**src/design/bgd_pkg.sv**
```systemverilog
// shared types, constants and helpers of the button gesture detector
// no dependencies; used by every other design file through scoped names
package bgd_pkg;

    // timestamp arithmetic width, wrapping differences are taken at this width
    localparam int TIME_BITS = 32;
    localparam int NOW_BITS  = 32;
    localparam int WIN_BITS  = 16;
    localparam int CODE_BITS = 3;

    // register file
    localparam int APB_DATA_BITS = 32;
    localparam int REG_COUNT     = 4;
    localparam int REG_IDX_BITS  = $clog2(REG_COUNT);
    localparam int APB_ADDR_BITS = REG_IDX_BITS + 2;

    typedef logic [TIME_BITS-1:0] time_t;
    typedef logic [WIN_BITS-1:0]  win_t;
    typedef logic [CODE_BITS-1:0] code_t;
    typedef logic [REG_IDX_BITS-1:0] reg_idx_t;

    localparam reg_idx_t REG_ACTIVE_LOW    = reg_idx_t'(0);
    localparam reg_idx_t REG_DOUBLE_WINDOW = reg_idx_t'(1);
    localparam reg_idx_t REG_HOLD_TIME     = reg_idx_t'(2);
    localparam reg_idx_t REG_DOUBLE_ENABLE = reg_idx_t'(3);

    localparam win_t DOUBLE_WINDOW_RST = win_t'(700);
    localparam win_t HOLD_TIME_RST     = win_t'(5000);

    // reported gesture codes
    localparam code_t CODE_IDLE      = code_t'(0);
    localparam code_t CODE_DOWN      = code_t'(1);
    localparam code_t CODE_UP        = code_t'(2);
    localparam code_t CODE_DBL_DOWN  = code_t'(3);
    localparam code_t CODE_DBL_UP    = code_t'(4);
    localparam code_t CODE_HOLD_DOWN = code_t'(5);
    localparam code_t CODE_HOLD_UP   = code_t'(6);

    typedef enum logic [6:0] {
        G_IDLE      = 7'b000_0001,
        G_DOWN      = 7'b000_0010,
        G_UP        = 7'b000_0100,
        G_DBL_DOWN  = 7'b000_1000,
        G_DBL_UP    = 7'b001_0000,
        G_HOLD_DOWN = 7'b010_0000,
        G_HOLD_UP   = 7'b100_0000
    } gesture_t;

    typedef struct packed {
        logic active_low;
        win_t double_window;
        win_t hold_time;
        logic double_enable;
    } cfg_t;

    typedef struct packed {
        code_t gesture;
        logic  changed;
    } res_t;

    // timestamp port reduced or extended to the arithmetic width
    function automatic time_t to_time(input logic [NOW_BITS-1:0] now);
        return TIME_BITS'(now);
    endfunction

    function automatic code_t gesture_code(input gesture_t g);
        code_t c;
        c = CODE_IDLE;
        unique case (g)
            G_IDLE:      c = CODE_IDLE;
            G_DOWN:      c = CODE_DOWN;
            G_UP:        c = CODE_UP;
            G_DBL_DOWN:  c = CODE_DBL_DOWN;
            G_DBL_UP:    c = CODE_DBL_UP;
            G_HOLD_DOWN: c = CODE_HOLD_DOWN;
            G_HOLD_UP:   c = CODE_HOLD_UP;
            default:     c = CODE_IDLE;
        endcase
        return c;
    endfunction

endpackage

```
**src/design/bgd_cfg.sv**
```systemverilog
// apb register file: polarity, double press window, hold time, double enable
// depends on bgd_pkg
module bgd_cfg (
    input  logic                               aclk,
    input  logic                               aresetn,
    input  logic                               psel,
    input  logic                               penable,
    input  logic                               pwrite,
    input  logic [bgd_pkg::APB_ADDR_BITS-1:0]  paddr,
    input  logic [bgd_pkg::APB_DATA_BITS-1:0]  pwdata,
    output logic [bgd_pkg::APB_DATA_BITS-1:0]  prdata,
    output logic                               pready,
    output bgd_pkg::cfg_t                      cfg
);

    bgd_pkg::cfg_t     cfg_reg;
    bgd_pkg::cfg_t     cfg_next;
    bgd_pkg::reg_idx_t idx;
    logic              wr_en;

    assign idx    = paddr[bgd_pkg::APB_ADDR_BITS-1:2];
    assign wr_en  = psel & penable & pwrite;
    assign pready = 1'b1;
    assign cfg    = cfg_reg;

    always_comb begin
        cfg_next = cfg_reg;
        if (wr_en) begin
            unique case (idx)
                bgd_pkg::REG_ACTIVE_LOW:    cfg_next.active_low    = pwdata[0];
                bgd_pkg::REG_DOUBLE_WINDOW: cfg_next.double_window =
                                                pwdata[bgd_pkg::WIN_BITS-1:0];
                bgd_pkg::REG_HOLD_TIME:     cfg_next.hold_time     =
                                                pwdata[bgd_pkg::WIN_BITS-1:0];
                bgd_pkg::REG_DOUBLE_ENABLE: cfg_next.double_enable = pwdata[0];
                default: ;
            endcase
        end
    end

    always_comb begin
        prdata = '0;
        unique case (idx)
            bgd_pkg::REG_ACTIVE_LOW:    prdata = bgd_pkg::APB_DATA_BITS'(cfg_reg.active_low);
            bgd_pkg::REG_DOUBLE_WINDOW: prdata = bgd_pkg::APB_DATA_BITS'(cfg_reg.double_window);
            bgd_pkg::REG_HOLD_TIME:     prdata = bgd_pkg::APB_DATA_BITS'(cfg_reg.hold_time);
            bgd_pkg::REG_DOUBLE_ENABLE: prdata = bgd_pkg::APB_DATA_BITS'(cfg_reg.double_enable);
            default:                    prdata = '0;
        endcase
    end

    always_ff @(posedge aclk) begin
        if (!aresetn) begin
            cfg_reg.active_low    <= 1'b0;
            cfg_reg.double_window <= bgd_pkg::DOUBLE_WINDOW_RST;
            cfg_reg.hold_time     <= bgd_pkg::HOLD_TIME_RST;
            cfg_reg.double_enable <= 1'b0;
        end else begin
            cfg_reg <= cfg_next;
        end
    end

    // a write to the hold time register lands exactly as written
    a_hold_write: assert property (@(posedge aclk) disable iff (!aresetn)
        wr_en && idx == bgd_pkg::REG_HOLD_TIME
        |=> cfg_reg.hold_time == $past(pwdata[bgd_pkg::WIN_BITS-1:0]))
        else $error("hold time register not updated by write");

    // without a write the configuration stays put
    a_cfg_stable: assert property (@(posedge aclk) disable iff (!aresetn)
        !wr_en |=> $stable(cfg_reg))
        else $error("configuration changed without a write");

    // double window follows its own register only
    a_window_write: assert property (@(posedge aclk) disable iff (!aresetn)
        wr_en && idx != bgd_pkg::REG_DOUBLE_WINDOW |=> $stable(cfg_reg.double_window))
        else $error("double window changed by another register write");

endmodule

```
**src/design/bgd_fsm.sv**
```systemverilog
// gesture state machine with press start timestamp; advances one poll per step
// depends on bgd_pkg
module bgd_fsm (
    input  logic                           aclk,
    input  logic                           aresetn,
    input  logic                           step,
    input  logic                           level,
    input  logic [bgd_pkg::NOW_BITS-1:0]   now_ms,
    input  bgd_pkg::cfg_t                  cfg,
    output bgd_pkg::res_t                  res
);

    bgd_pkg::gesture_t state_reg;
    bgd_pkg::gesture_t state_next;
    bgd_pkg::time_t    press_time_reg;
    bgd_pkg::time_t    press_time_next;
    bgd_pkg::time_t    now_t;
    bgd_pkg::time_t    elapsed;
    logic              pressed;
    logic              in_window;
    logic              past_hold;

    assign now_t     = bgd_pkg::to_time(now_ms);
    assign pressed   = cfg.active_low ? ~level : level;
    assign elapsed   = now_t - press_time_reg;
    assign in_window = elapsed < bgd_pkg::TIME_BITS'(cfg.double_window);
    assign past_hold = elapsed > bgd_pkg::TIME_BITS'(cfg.hold_time);

    always_comb begin
        state_next      = state_reg;
        press_time_next = press_time_reg;
        if (pressed) begin
            unique case (state_reg)
                bgd_pkg::G_IDLE: begin
                    state_next      = (in_window && cfg.double_enable) ?
                                      bgd_pkg::G_DBL_DOWN : bgd_pkg::G_DOWN;
                    press_time_next = now_t;
                end
                bgd_pkg::G_DOWN: begin
                    if (past_hold) begin
                        state_next = bgd_pkg::G_HOLD_DOWN;
                    end
                end
                default: state_next = state_reg;
            endcase
        end else begin
            unique case (state_reg)
                bgd_pkg::G_DOWN:      state_next = bgd_pkg::G_UP;
                bgd_pkg::G_HOLD_DOWN: state_next = bgd_pkg::G_HOLD_UP;
                bgd_pkg::G_DBL_DOWN:  state_next = bgd_pkg::G_DBL_UP;
                default:              state_next = bgd_pkg::G_IDLE;
            endcase
        end
    end

    assign res.gesture = bgd_pkg::gesture_code(state_next);
    assign res.changed = (state_next != state_reg);

    always_ff @(posedge aclk) begin
        if (!aresetn) begin
            state_reg      <= bgd_pkg::G_IDLE;
            press_time_reg <= '0;
        end else if (step) begin
            state_reg      <= state_next;
            press_time_reg <= press_time_next;
        end
    end

    // a release always lands in a released or idle state
    a_release: assert property (@(posedge aclk) disable iff (!aresetn)
        step && !pressed |=> state_reg == bgd_pkg::G_UP || state_reg == bgd_pkg::G_HOLD_UP ||
                             state_reg == bgd_pkg::G_DBL_UP || state_reg == bgd_pkg::G_IDLE)
        else $error("release left the machine in a pressed state");

    // a new press captures its timestamp
    a_press_time: assert property (@(posedge aclk) disable iff (!aresetn)
        step && pressed && state_reg == bgd_pkg::G_IDLE
        |=> press_time_reg == bgd_pkg::to_time($past(now_ms)))
        else $error("press start time not captured");

    // hold is reached only from a plain press
    a_hold_entry: assert property (@(posedge aclk) disable iff (!aresetn)
        step && state_next == bgd_pkg::G_HOLD_DOWN
        |-> state_reg == bgd_pkg::G_DOWN || state_reg == bgd_pkg::G_HOLD_DOWN)
        else $error("hold entered from a state other than down");

    // no poll, no state change
    a_idle_stable: assert property (@(posedge aclk) disable iff (!aresetn)
        !step |=> $stable(state_reg) && $stable(press_time_reg))
        else $error("state moved without a poll");

endmodule

```
**src/design/button_gesture_detector.sv**
```systemverilog
// button gesture detector, top level: request registers, gesture machine, result register
// path: an accepted request is held in the request register, and its result is captured in
//   the result register on the same edge that updates the gesture state
// throughput: one request per cycle while the result channel is not stalled; the gesture state feeds back
// reset: aresetn synchronous active low; clears handshake state, gesture state to idle,
//   press start time to zero and configuration to its defaults
module button_gesture_detector (
    input  logic                               aclk,
    input  logic                               aresetn,
    // request channel
    input  logic                               s_valid,
    output logic                               s_ready,
    input  logic                               s_level,
    input  logic [bgd_pkg::NOW_BITS-1:0]       s_now_ms,
    // result channel
    output logic                               m_valid,
    input  logic                               m_ready,
    output logic [bgd_pkg::CODE_BITS-1:0]      m_gesture_state,
    output logic                               m_changed,
    // configuration port
    input  logic                               psel,
    input  logic                               penable,
    input  logic                               pwrite,
    input  logic [bgd_pkg::APB_ADDR_BITS-1:0]  paddr,
    input  logic [bgd_pkg::APB_DATA_BITS-1:0]  pwdata,
    output logic [bgd_pkg::APB_DATA_BITS-1:0]  prdata,
    output logic                               pready
);

    bgd_pkg::cfg_t cfg;
    bgd_pkg::res_t res;

    // request register
    logic                         in_valid_reg;
    logic                         in_valid_next;
    logic                         in_level_reg;
    logic [bgd_pkg::NOW_BITS-1:0] in_now_reg;

    // result register
    logic                         out_valid_reg;
    logic                         out_valid_next;
    bgd_pkg::res_t                out_res_reg;

    logic s_take;
    logic advance;
    logic step;

    // the result register can take a new value when empty or being drained
    assign advance = ~out_valid_reg | m_ready;
    // a held request moves into the gesture machine and result register together
    assign step    = in_valid_reg & advance;
    // the request register frees up in the same cycle its contents move on
    assign s_ready = ~in_valid_reg | advance;
    assign s_take  = s_valid & s_ready;

    always_comb begin
        in_valid_next = in_valid_reg;
        if (s_take) begin
            in_valid_next = 1'b1;
        end else if (step) begin
            in_valid_next = 1'b0;
        end
    end

    always_comb begin
        out_valid_next = out_valid_reg;
        if (step) begin
            out_valid_next = 1'b1;
        end else if (m_ready) begin
            out_valid_next = 1'b0;
        end
    end

    always_ff @(posedge aclk) begin
        if (!aresetn) begin
            in_valid_reg  <= 1'b0;
            out_valid_reg <= 1'b0;
        end else begin
            in_valid_reg  <= in_valid_next;
            out_valid_reg <= out_valid_next;
        end
    end

    // payload registers, no reset needed
    always_ff @(posedge aclk) begin
        if (s_take) begin
            in_level_reg <= s_level;
            in_now_reg   <= s_now_ms;
        end
        if (step) begin
            out_res_reg <= res;
        end
    end

    bgd_cfg u_cfg (
        .aclk    (aclk),
        .aresetn (aresetn),
        .psel    (psel),
        .penable (penable),
        .pwrite  (pwrite),
        .paddr   (paddr),
        .pwdata  (pwdata),
        .prdata  (prdata),
        .pready  (pready),
        .cfg     (cfg)
    );

    // state update happens on the same edge the result is captured
    bgd_fsm u_fsm (
        .aclk    (aclk),
        .aresetn (aresetn),
        .step    (step),
        .level   (in_level_reg),
        .now_ms  (in_now_reg),
        .cfg     (cfg),
        .res     (res)
    );

    assign m_valid         = out_valid_reg;
    assign m_gesture_state = out_res_reg.gesture;
    assign m_changed       = out_res_reg.changed;

    // a request that moves on always shows up as a result
    a_step_result: assert property (@(posedge aclk) disable iff (!aresetn)
        step |=> m_valid)
        else $error("processed request produced no result");

    // a result that is not taken keeps the request register from draining
    a_no_drop: assert property (@(posedge aclk) disable iff (!aresetn)
        in_valid_reg && m_valid && !m_ready |=> in_valid_reg)
        else $error("request dropped while result stalled");

    // the request stage never accepts while full and blocked
    a_full_block: assert property (@(posedge aclk) disable iff (!aresetn)
        in_valid_reg && !advance |-> !s_ready)
        else $error("request accepted into a full stage");

endmodule
```
**config.mk**
```make
export PLATFORM = sky130hd
export DESIGN_NAME = button_gesture_detector
export DESIGN_NICKNAME = d
export VERILOG_FILES = /design/src/design/bgd_pkg.sv /design/src/design/bgd_cfg.sv /design/src/design/bgd_fsm.sv /design/src/design/button_gesture_detector.sv
export SDC_FILE = /design/constraint.sdc
export NUM_CORES = 1
export LEC_CHECK = 0
export BUFFER_PORTS_ARGS = -buffer_cell sky130_fd_sc_hd__buf_2
export CAP_MARGIN = 20
export CORE_MARGIN = 3
export CORE_UTILIZATION = 58
export DETAILED_ROUTE_END_ITERATION = 10
export GPL_ROUTABILITY_DRIVEN = 1
export GPL_TIMING_DRIVEN = 0
export PLACE_DENSITY = 0.79
export SLEW_MARGIN = 20
export SYNTH_ARGS = -nofsm -noshare
export SYNTH_HDL_FRONTEND = slang
export SYNTH_SLANG_ARGS = --single-unit
export TNS_END_PERCENT = 20
```
**constraint.sdc**
```tcl
create_clock -name aclk -period 5.35 [get_ports aclk]
set_input_delay 0 -clock aclk [delete_from_list [all_inputs] [get_ports aclk]]
set_output_delay 0 -clock aclk [all_outputs]
set_load 0.03 [all_outputs]
```
# After elaboration in Yosys (flattened, before gate mapping)
# Cells that the tools add are included.
word_totals:
  regBits: 112
  input_bits: 76
  output_inout_bits: 39
  elab_cells: 59
classes:
  addsub: 1
  order_cmp: 2
  n_eq_ne: 14
  n_mux: 12
  n_bitwise: 9
  n_reduce_logical: 9
op_table:
  columns: ["operator", "n"]
  rows:
  - ["$pmux W32 S4", 1]
  - ["$gt A32 B16 Y1", 1]
  - ["$lt A32 B16 Y1", 1]
  - ["$sub A32 B32 Y32", 1]
  - ["$pmux W7 S3", 1]
  - ["$pmux W3 S6", 1]
  - ["$eq A7 B2 Y1 const B", 2]
  - ["$eq A7 B4 Y1 const B", 2]
  - ["$eq A7 B6 Y1 const B", 2]
  - ["$mux W7", 2]
  - ["$pmux W7 S2", 1]
  - ["$reduce_and A2 Y1", 4]
  - ["$eq A7 B1 Y1 const B", 1]
  - ["$eq A7 B3 Y1 const B", 1]
  - ["$eq A7 B5 Y1 const B", 1]
  - ["$eq A7 B7 Y1 const B", 1]
  - ["$ne A7 B7 Y1", 1]
  - ["$mux W1", 5]
  - ["$and A1 B1 Y1", 4]
  - ["$eq A2 B2 Y1 const B", 2]
  - ["$mux W4", 1]
  - ["$reduce_bool A2 Y1", 2]
  - ["$not A1 Y1", 3]
  - ["$reduce_and A3 Y1", 1]
  - ["4 further kinds", 5]

# Logic depth before layout (Yosys ltp)
# Gate-level depths: netlist of the first run.
depth:
  word_depth: 8
  ltp_mapped: 23
  depth_no_buf: 23

# Cells and area by module
# From an unflattened synthesis of the first run, not the netlist that was laid out.
unflattened:
  cells_unflattened: 927
  hier_area_um2: 7801.2
by_module_without_submodules:
  columns: ["module", "instances", "cells_each", "area_per_inst_um2", "seq_area_each_um2"]
  rows:
  - ["bgd_fsm", 1, 693, 4902.2, 780.7]
  - ["bgd_cfg", 1, 188, 1684.1, 680.7]
  - ["button_gesture_detector", 1, 46, 1214.9, 1151.1]

# Worst setup path before layout of the first run
# OpenSTA, ideal clock, no wires.
synth_path:
  path_type: "register to register"
  startpoint: "register in_now_reg[4] (netlist bit)"
  endpoint: "register out_res_reg (netlist bit m_gesture_state[0]), data pin"
  setup_ps: 265
  arrival_ps: 3958
  required_ps: 5085
  setup_slack_ps: 1127
  stages_incl_launch_ff: 21
  n_path_buf: 0
  period_less_slack_ps: 4223
  cell_sequence: "edfxtp_1 > ha_1 > a21o_1 > a31oi_1 > nand2_1 > and2_1 > o21ai_0 > a21oi_1 > o21ai_0 > nand2b_1 > xor2_1 > ha_1 > a21o_1 > a21o_1 > a21o_1 > a21oi_1 > a31oi_1 > a211o_1 > or3_1 > a32oi_2 > mux2i_1"
synth_lines:
  columns: ["item", "line", "rtl"]
  rows:
  - ["from (decl)", "button_gesture_detector.sv:37", "logic [bgd_pkg::NOW_BITS-1:0] in_now_reg;"]
  - ["from (signal assigned)", "button_gesture_detector.sv:88", "in_now_reg <= s_now_ms;"]
  - ["to (signal assigned)", "button_gesture_detector.sv:91", "out_res_reg <= res;"]
  - ["to (decl)", "button_gesture_detector.sv:42", "bgd_pkg::res_t out_res_reg;"]

==> results.py, run 1 <==
metrics = {
    "sta": {
        "layout_min_cycle_time_ns": 4.86,
        "finalWorstSetupSlack_ns": 0.488,
        "worstMarginPinSlew_ns": 0.700,
        "rsz0062_at_grt": "no",
        "post-route-period-util": 0.909,
        "setup_viol_count_final": 0,
        "slew_headroom": 0.531,
        "finalMaxSlewViolations": 0,
        "clock.fmax_mhz": 206,
        "clock_skew_ns": 0.0112,
        "hold_viol_final": 0,
        "tns_ns": 0,
    },
    "min_path": {
        "hold_end": "u_cfg.cfg[0]",
        "hp-class": "primary input to register",
        "hold_start": "paddr[3]",
        "min_path_cells": 4,
    },
    "clock_tree": {
        "cts_htree_levels": 3,
        "cts_tree": "built",
        "clock-root-buffer": "clkbuf_16",
        "cts_num_sinks": 112,
        "cts_resized": 0,
        "clkLatencyLatePin_ns": 0.37,
        "cts_buffers": 9,
        "clk_pin_slew_worst_paths_ns": 0.08,
        "postCtsSetupBuffers": 0,
        "clockBufferDepth": 2,
        "ctsHoldBuffers": 53,
    },
    "pwr": {
        "cellPowerDensity_nw_per_um2": 245,
        "seq_power_share": 0.422,
        "p_switching_uw": 657,
        "p_int_mw": 1.54,
        "vdd_ir_drop_max_v": 0.000241,
        "swShare": 0.298,
        "power.leakage_nw": 3.67,
        "clkPwrFrac": 0.333,
        "combPwrFrac": 0.245,
    },
    "yosys": {
        "synthCells": 918,
        "synthTopCellsByArea": "dfxtp_1 20%, edfxtp_1 15%, ha_1 10%",
        "netlist.area_leader.share": 0.201,
        "yosysUniqueCellTypes": 77,
        "synth_edf_count": 37,
        "yosys_warnings": 0,
        "syn_avg_cell_area_um2": 8.13,
        "yosys_register_bits": 112,
        "async_flop_share": 0,
        "synth_ff_type": "dfxtp_1",
        "syn_area_um2": 7460,
        "synth_top_cell_by_area": "dfxtp_1",
        "synth-seq-area-share": 0.350,
    },
    "floorplan": {
        "io_pins": 115,
        "coreArea_um2": 12300,
        "die_h_um": 119,
        "die_x_um": 119,
        "num_rows": 40,
        "initial_core_util": 0.606,
        "dieArea_um2": 14300,
    },
    "cells_and_area": {
        "largest_register_ff_count": 34,
        "fin_nets": 1216,
        "drive_gt1_frac": 0.135,
        "area_delta_synth_final_pct": 20.6,
        "n_antenna_cell": 0,
    },
    "placement": {
        "gp_congestion": 0.912,
        "port_buffers": 79,
        "place_hpwl_um": 13900,
        "dp_slack_ns": 0.577,
    },
    "worst_setup_path": {
        "cp-end-kind": "register",
        "startpoint_type": "register",
        "timing.rr.start": "in_now_reg[4]",
        "path_max_fanout": 5,
        "critical_path_class": "register to register",
        "crit_arrival_ns": 4.97,
        "ff2ff_setup_slack_ns": 0.49,
        "worstPathRequired_ns": 5.46,
        "r2r-end": "m_gesture_state[0]",
        "r2r_cells": 22,
        "critPathLaunch": "in_now_reg[4]",
    },
    "route": {
        "drc": 0,
        "num_vias": 7063,
        "wl_per_cell_um": 15.2,
        "first_iter_violations": 792,
        "viasPerCell": 5.65,
        "wl_um": 19000,
        "dr.pass1.iters": 7,
        "ant_nets": 0,
    },
    "global_route": {
        "antenna_found_initial": 0,
        "grt-ovfl-total": 0,
        "grt_pass1_vias": 6559,
        "grt.total_usage": 0.269,
        "grt_start_max_net_pins": 33,
        "grt_first_pass_wirelength_um": 31300,
    },
    "status": {
        "outcome": "finished, final reports clean",
    },
    "run": {
        "maxCapViolCount": 0,
    },
}
==> Yosys cell counts, drive strengths merged (9+ instances only) <==
cell,instances
or3,9
nor2,53
and3,11
nand2,164
o21a,11
a21oi,96
a22o,16
nand3,24
o21ai,30
buf,26
edfxtp,37
and2,10
o211ai,19
a21o,27
inv,79
clkbuf,31
xnor2,14
dfxtp,75
nor3,11
ha,62
nand4,11
==> worst max-delay path by stage <==
stage | end | slack, ns | cells after the start
2_1_floorplan | m_gesture_state[0] | 1.13 | 20
3_3_place_gp | m_gesture_state[0] | 0.57 | 22
3_5_place_dp | m_gesture_state[0] | 0.58 | 22
4_1_cts | m_gesture_state[0] | 0.54 | 22
5_1_grt | m_gesture_state[0] | 0.04 | 22
6_report | m_gesture_state[0] | 0.49 | 22
==> critical path, stage by stage, from the launching register on <==
cell,delay (ns)
edfxtp_1,0.40
ha_1,0.39
a21o_1,0.20
a31oi_1,0.27
nand2_1,0.11
and2_1,0.18
o21ai_0,0.19
a21oi_1,0.12
o21ai_0,0.16
nand2b_1,0.08
xor2_1,0.26
ha_1,0.31
a21o_1,0.17
a21o_1,0.17
a21o_1,0.17
a21oi_1,0.14
a31oi_1,0.12
a211o_1,0.34
nor2_1,0.10
nor4b_1,0.37
nor2_1,0.11
mux2i_1,0.13
mux2i_1,0.09
==> power by group through the flow <==
stage	clock network (mW)	registers [mW]	logic [mW]
after CTS	0.740	0.929	0.530
after detailed placement	0	0.949	0.498
after global routing	0.773	0.933	0.601
after global placement	0	0.949	0.487
final	0.733	0.930	0.539
after floorplan	0	0.948	0.368
==> final cells by class <==
class,instances,area [um2]
Sequential cell,112,2610
Tap cell,168,210
Multi-Input combinational cell,684,4300
Fill cell,1006,3320
Clock buffer,9,225
Clock inverter,7,96.3
Buffer,57,303
Inverter,80,300
Timing Repair Buffer,133,946
==> cell families after synthesis <==
| logic type | after synthesis | share of synthesized area |
|---|---|---|
| compound gates | 252 | 0.225 |
| xor+xnor | 21 | 0.0247 |
| fa+ha+maj | 63 | 0.107 |
| buf+inv | 137 | 0.0808 |
| flops | 112 | 0.350 |
| mux | 10 | 0.0158 |
| other cells | 2 | 0.00101 |
| simple gates | 321 | 0.196 |
==> layout by cell type (no fill, tap or decap), types with 4 or more instances in the layout <==
master / instances
a21oi_1: 94
nor2_1: 53
nor2b_1: 6
a21o_1: 27
buf_4: 19
and2_1: 7
nand3_1: 24
o21ai_0: 29
a31oi_1: 7
buf_2: 85
o21a_1: 11
conb_1: 17
xor2_1: 7
a22o_1: 16
and4_1: 4
ha_1: 62
or3_1: 8
clkbuf_1: 29
clkbuf_16: 9
edfxtp_1: 37
xnor2_1: 14
inv_1: 78
nor3_1: 11
nand2_1: 164
and3_1: 11
or2_2: 4
o211ai_1: 19
dfxtp_1: 75
dlygate4sd3_1: 53
nand4_1: 11
mux2i_1: 8
a211oi_1: 6
==> metal layers <==
layer	part of all wire	vias to the layer above	routed length, um	track usage
met2	0.48	242	9030	0.457
met4	0.019	0	354	0.0759
met3	0.058	35	1100	0.0442
met1	0.45	3263	8510	0.354
met5	0	-	0	0
li1	-	3523	-	-
==> through the flow <==
stage                     power (mW)  instances  cell area (um2)  utilization  hold slack [ns]
after global placement          1.44       1180             8120        0.660            0.176
after floorplan                 1.32        933             7520            -           0.0889
after CTS                       2.20       1250             9000        0.731           0.0397
after detailed placement        1.45       1181             8140        0.661            0.178
after global routing            2.31       1250             9000        0.731           0.0808
final                           2.20       1250             9000        0.731           0.0549
No activity file was read; power rests on OpenSTA's default activity.
==> inputs of run 2 (changes only) <==
--- a/config.mk
+++ b/config.mk
@@ -12,7 +12,7 @@
 export DETAILED_ROUTE_END_ITERATION = 10
 export GPL_ROUTABILITY_DRIVEN = 1
 export GPL_TIMING_DRIVEN = 0
-export PLACE_DENSITY = 0.79
+export PLACE_DENSITY = 0.86
 export SLEW_MARGIN = 20
 export SYNTH_ARGS = -nofsm -noshare
 export SYNTH_HDL_FRONTEND = slang
==> run 2 against run 1 <==
Combinational power up 1%. Sequential share of layout area fell by 0.056 points. Sequential power is essentially flat. Count of clock-buffer cells in the layout rose by 5. Via count is 1.2% higher. Total power increased by 0.50%. Clock skew increased by 0.0012 ns. Critical path depth fell by 2. Fmax is 1.6% lower. Register-to-register slack got worse by 0.08 ns. Largest cell class unchanged.
==> results.py, run 2 (synthesized netlist as in run 1, its figures left out) <==
metrics = {
    "status": {
        "outcome": "finished, final reports clean",
    },
    "cells_and_area": {
        "area_delta_synth_final_pct": 20.8,
        "drive_gt1_frac": 0.136,
        "n_antenna_cell": 0,
        "final_cell_mix": "164 x nand2_1, 94 x a21oi_1, 85 x buf_2",
        "final_common_cell": "nand2_1",
        "fin_nets": 1216,
        "largest_register_ff_count": 34,
    },
    "clock_tree": {
        "cts_buffers": 9,
        "postCtsSetupBuffers": 0,
        "clkLatencyLatePin_ns": 0.37,
        "clock-root-buffer": "clkbuf_16",
        "ctsHoldBuffers": 53,
        "cts_num_sinks": 112,
        "cts_tree": "built",
        "cts_htree_levels": 3,
        "clk_pin_slew_worst_paths_ns": 0.07,
        "cts_resized": 0,
        "clockBufferDepth": 2,
    },
    "global_route": {
        "grt_pass1_vias": 6737,
        "grt-ovfl-total": 0,
        "grt_util_met3": 0.0527,
        "busiest_layer": "met2",
        "gr-usage-met1": 0.349,
        "globalRouteMet2Util": 0.448,
        "grt.total_usage": 0.270,
        "grt_first_pass_wirelength_um": 31500,
        "grt_start_max_net_pins": 32,
        "antenna_found_initial": 0,
    },
    "worst_setup_path": {
        "crit_buf_inv": 0,
        "startpoint_type": "register",
        "ff2ff_setup_slack_ns": 0.41,
        "timing.rr.start": "in_now_reg[4]",
        "r2r-end": "m_gesture_state[0]",
        "crit_chain": "ha_1, a21o_1, a31oi_1, nand2_1, and2_1, o21ai_0, a21oi_1, o21ai_0, nand2b_1, xor2_1, ha_1, a21o_1, a21o_1, a21o_1, a21oi_1, a31oi_1, a211o_1, or3_1, a32oi_2, mux2i_1",
        "worst_path_most_repeated_cell": "a21o_1",
        "r2r_cells": 20,
        "crit_arrival_ns": 5.13,
        "cp-end-kind": "register",
        "crit_path_max_incr_delay_ns": 0.40,
        "worstPathRequired_ns": 5.54,
        "critical_path_class": "register to register",
        "path_depth": 20,
        "worst_path_max_delay_cell": "edfxtp_1",
        "endpoint": "m_gesture_state[0]",
        "cpLargestDelayFamily": "compound AO/OA/AOI/OAI gates",
        "critPathLaunch": "in_now_reg[4]",
        "path_max_fanout": 5,
    },
    "floorplan": {
        "dieArea_um2": 14300,
        "die_x_um": 119,
        "num_rows": 40,
        "io_pins": 115,
        "initial_core_util": 0.606,
        "coreArea_um2": 12300,
        "die_h_um": 119,
    },
    "sta": {
        "clock.fmax_mhz": 202,
        "layout_min_cycle_time_ns": 4.94,
        "slew_headroom": 0.585,
        "finalMaxSlewViolations": 0,
        "whs_ns": 0.0464,
        "finalWorstSetupSlack_ns": 0.410,
        "post-route-period-util": 0.923,
        "tns_ns": 0,
        "rsz0062_at_grt": "no",
        "setup_viol_count_final": 0,
        "clock_skew_ns": 0.0124,
        "hold_viol_final": 0,
        "worstMarginPinSlew_ns": 0.622,
    },
    "route": {
        "viasPerCell": 5.72,
        "wl_per_cell_um": 15.2,
        "dr.pass1.iters": 5,
        "first_iter_violations": 678,
        "wl_um": 19000,
        "num_vias": 7150,
        "ant_nets": 0,
        "drc": 0,
    },
    "pwr": {
        "cellPowerDensity_nw_per_um2": 245,
        "vdd_ir_drop_max_v": 0.000293,
        "total_power_mw": 2.21,
        "power.leakage_nw": 3.69,
    },
    "placement": {
        "port_buffers": 79,
        "place_hpwl_um": 13900,
        "gp_congestion": 0.950,
        "dp_slack_ns": 0.567,
    },
    "run": {
        "maxCapViolCount": 0,
    },
    "min_path": {
        "hp-class": "primary input to register",
    },
}
## run 2: where the power goes
group          internal (mW)  switching (mW)
logic                  0.224           0.321
registers              0.911          0.0179
clock network          0.426           0.312
total                   1.56           0.651
## run 2: cell type report
type | instances | area [um2]
clock buffer | 14 | 328
fill | 984 | 3300
multi-input combinational | 684 | 4300
tap | 168 | 210
clock inverter | 2 | 11.3
inverter | 80 | 300
buffer | 57 | 303
timing repair buffer | 133 | 946
sequential | 112 | 2610
## run 2: per-stage QoR
step	instances	instance area, um2	utilization
floorplan	933	7520	-
global placement	1180	8120	0.660
detailed placement	1181	8140	0.661
CTS	1250	9010	0.732
global route	1250	9010	0.732
finish	1250	9010	0.732
## run 2: how the worst min path moves through the flow
stage / to / depth (start not counted) / slack (ns) / from
final: u_cfg.cfg[0] / 4 / 0.05 / paddr[3]
after global routing: u_cfg.cfg[33] / 5 / 0.07 / paddr[2]
after CTS: u_cfg.cfg[0] / 4 / 0.05 / paddr[3]
after detailed placement: in_now_reg[6] / 1 / 0.18 / s_now_ms[6]
after global placement: in_now_reg[8] / 1 / 0.18 / s_now_ms[8]
after floorplan: u_cfg.cfg[19] / 1 / 0.09 / aresetn
## run 2: worst register-to-register path: cells and delay by family (launching register included)
| family | cells | cell delay [ns] |
|---|---|---|
| AO/OA/AOI/OAI | 12 | 2.44 |
| AND/OR/NAND/NOR | 4 | 0.76 |
| adder cells (fa/ha/maj) | 2 | 0.68 |
| flip-flops | 1 | 0.40 |
| multiplexers | 1 | 0.28 |
| XOR/XNOR | 1 | 0.22 |
## run 2: metal layers
metal / wire length (um) / vias to the layer above / share of wire
met4: 557 / 0 / 0.029
met3: 1530 / 47 / 0.081
met1: 8020 / 3259 / 0.42
met5: 0 / - / 0
met2: 8850 / 328 / 0.47
li1: - / 3516 / -
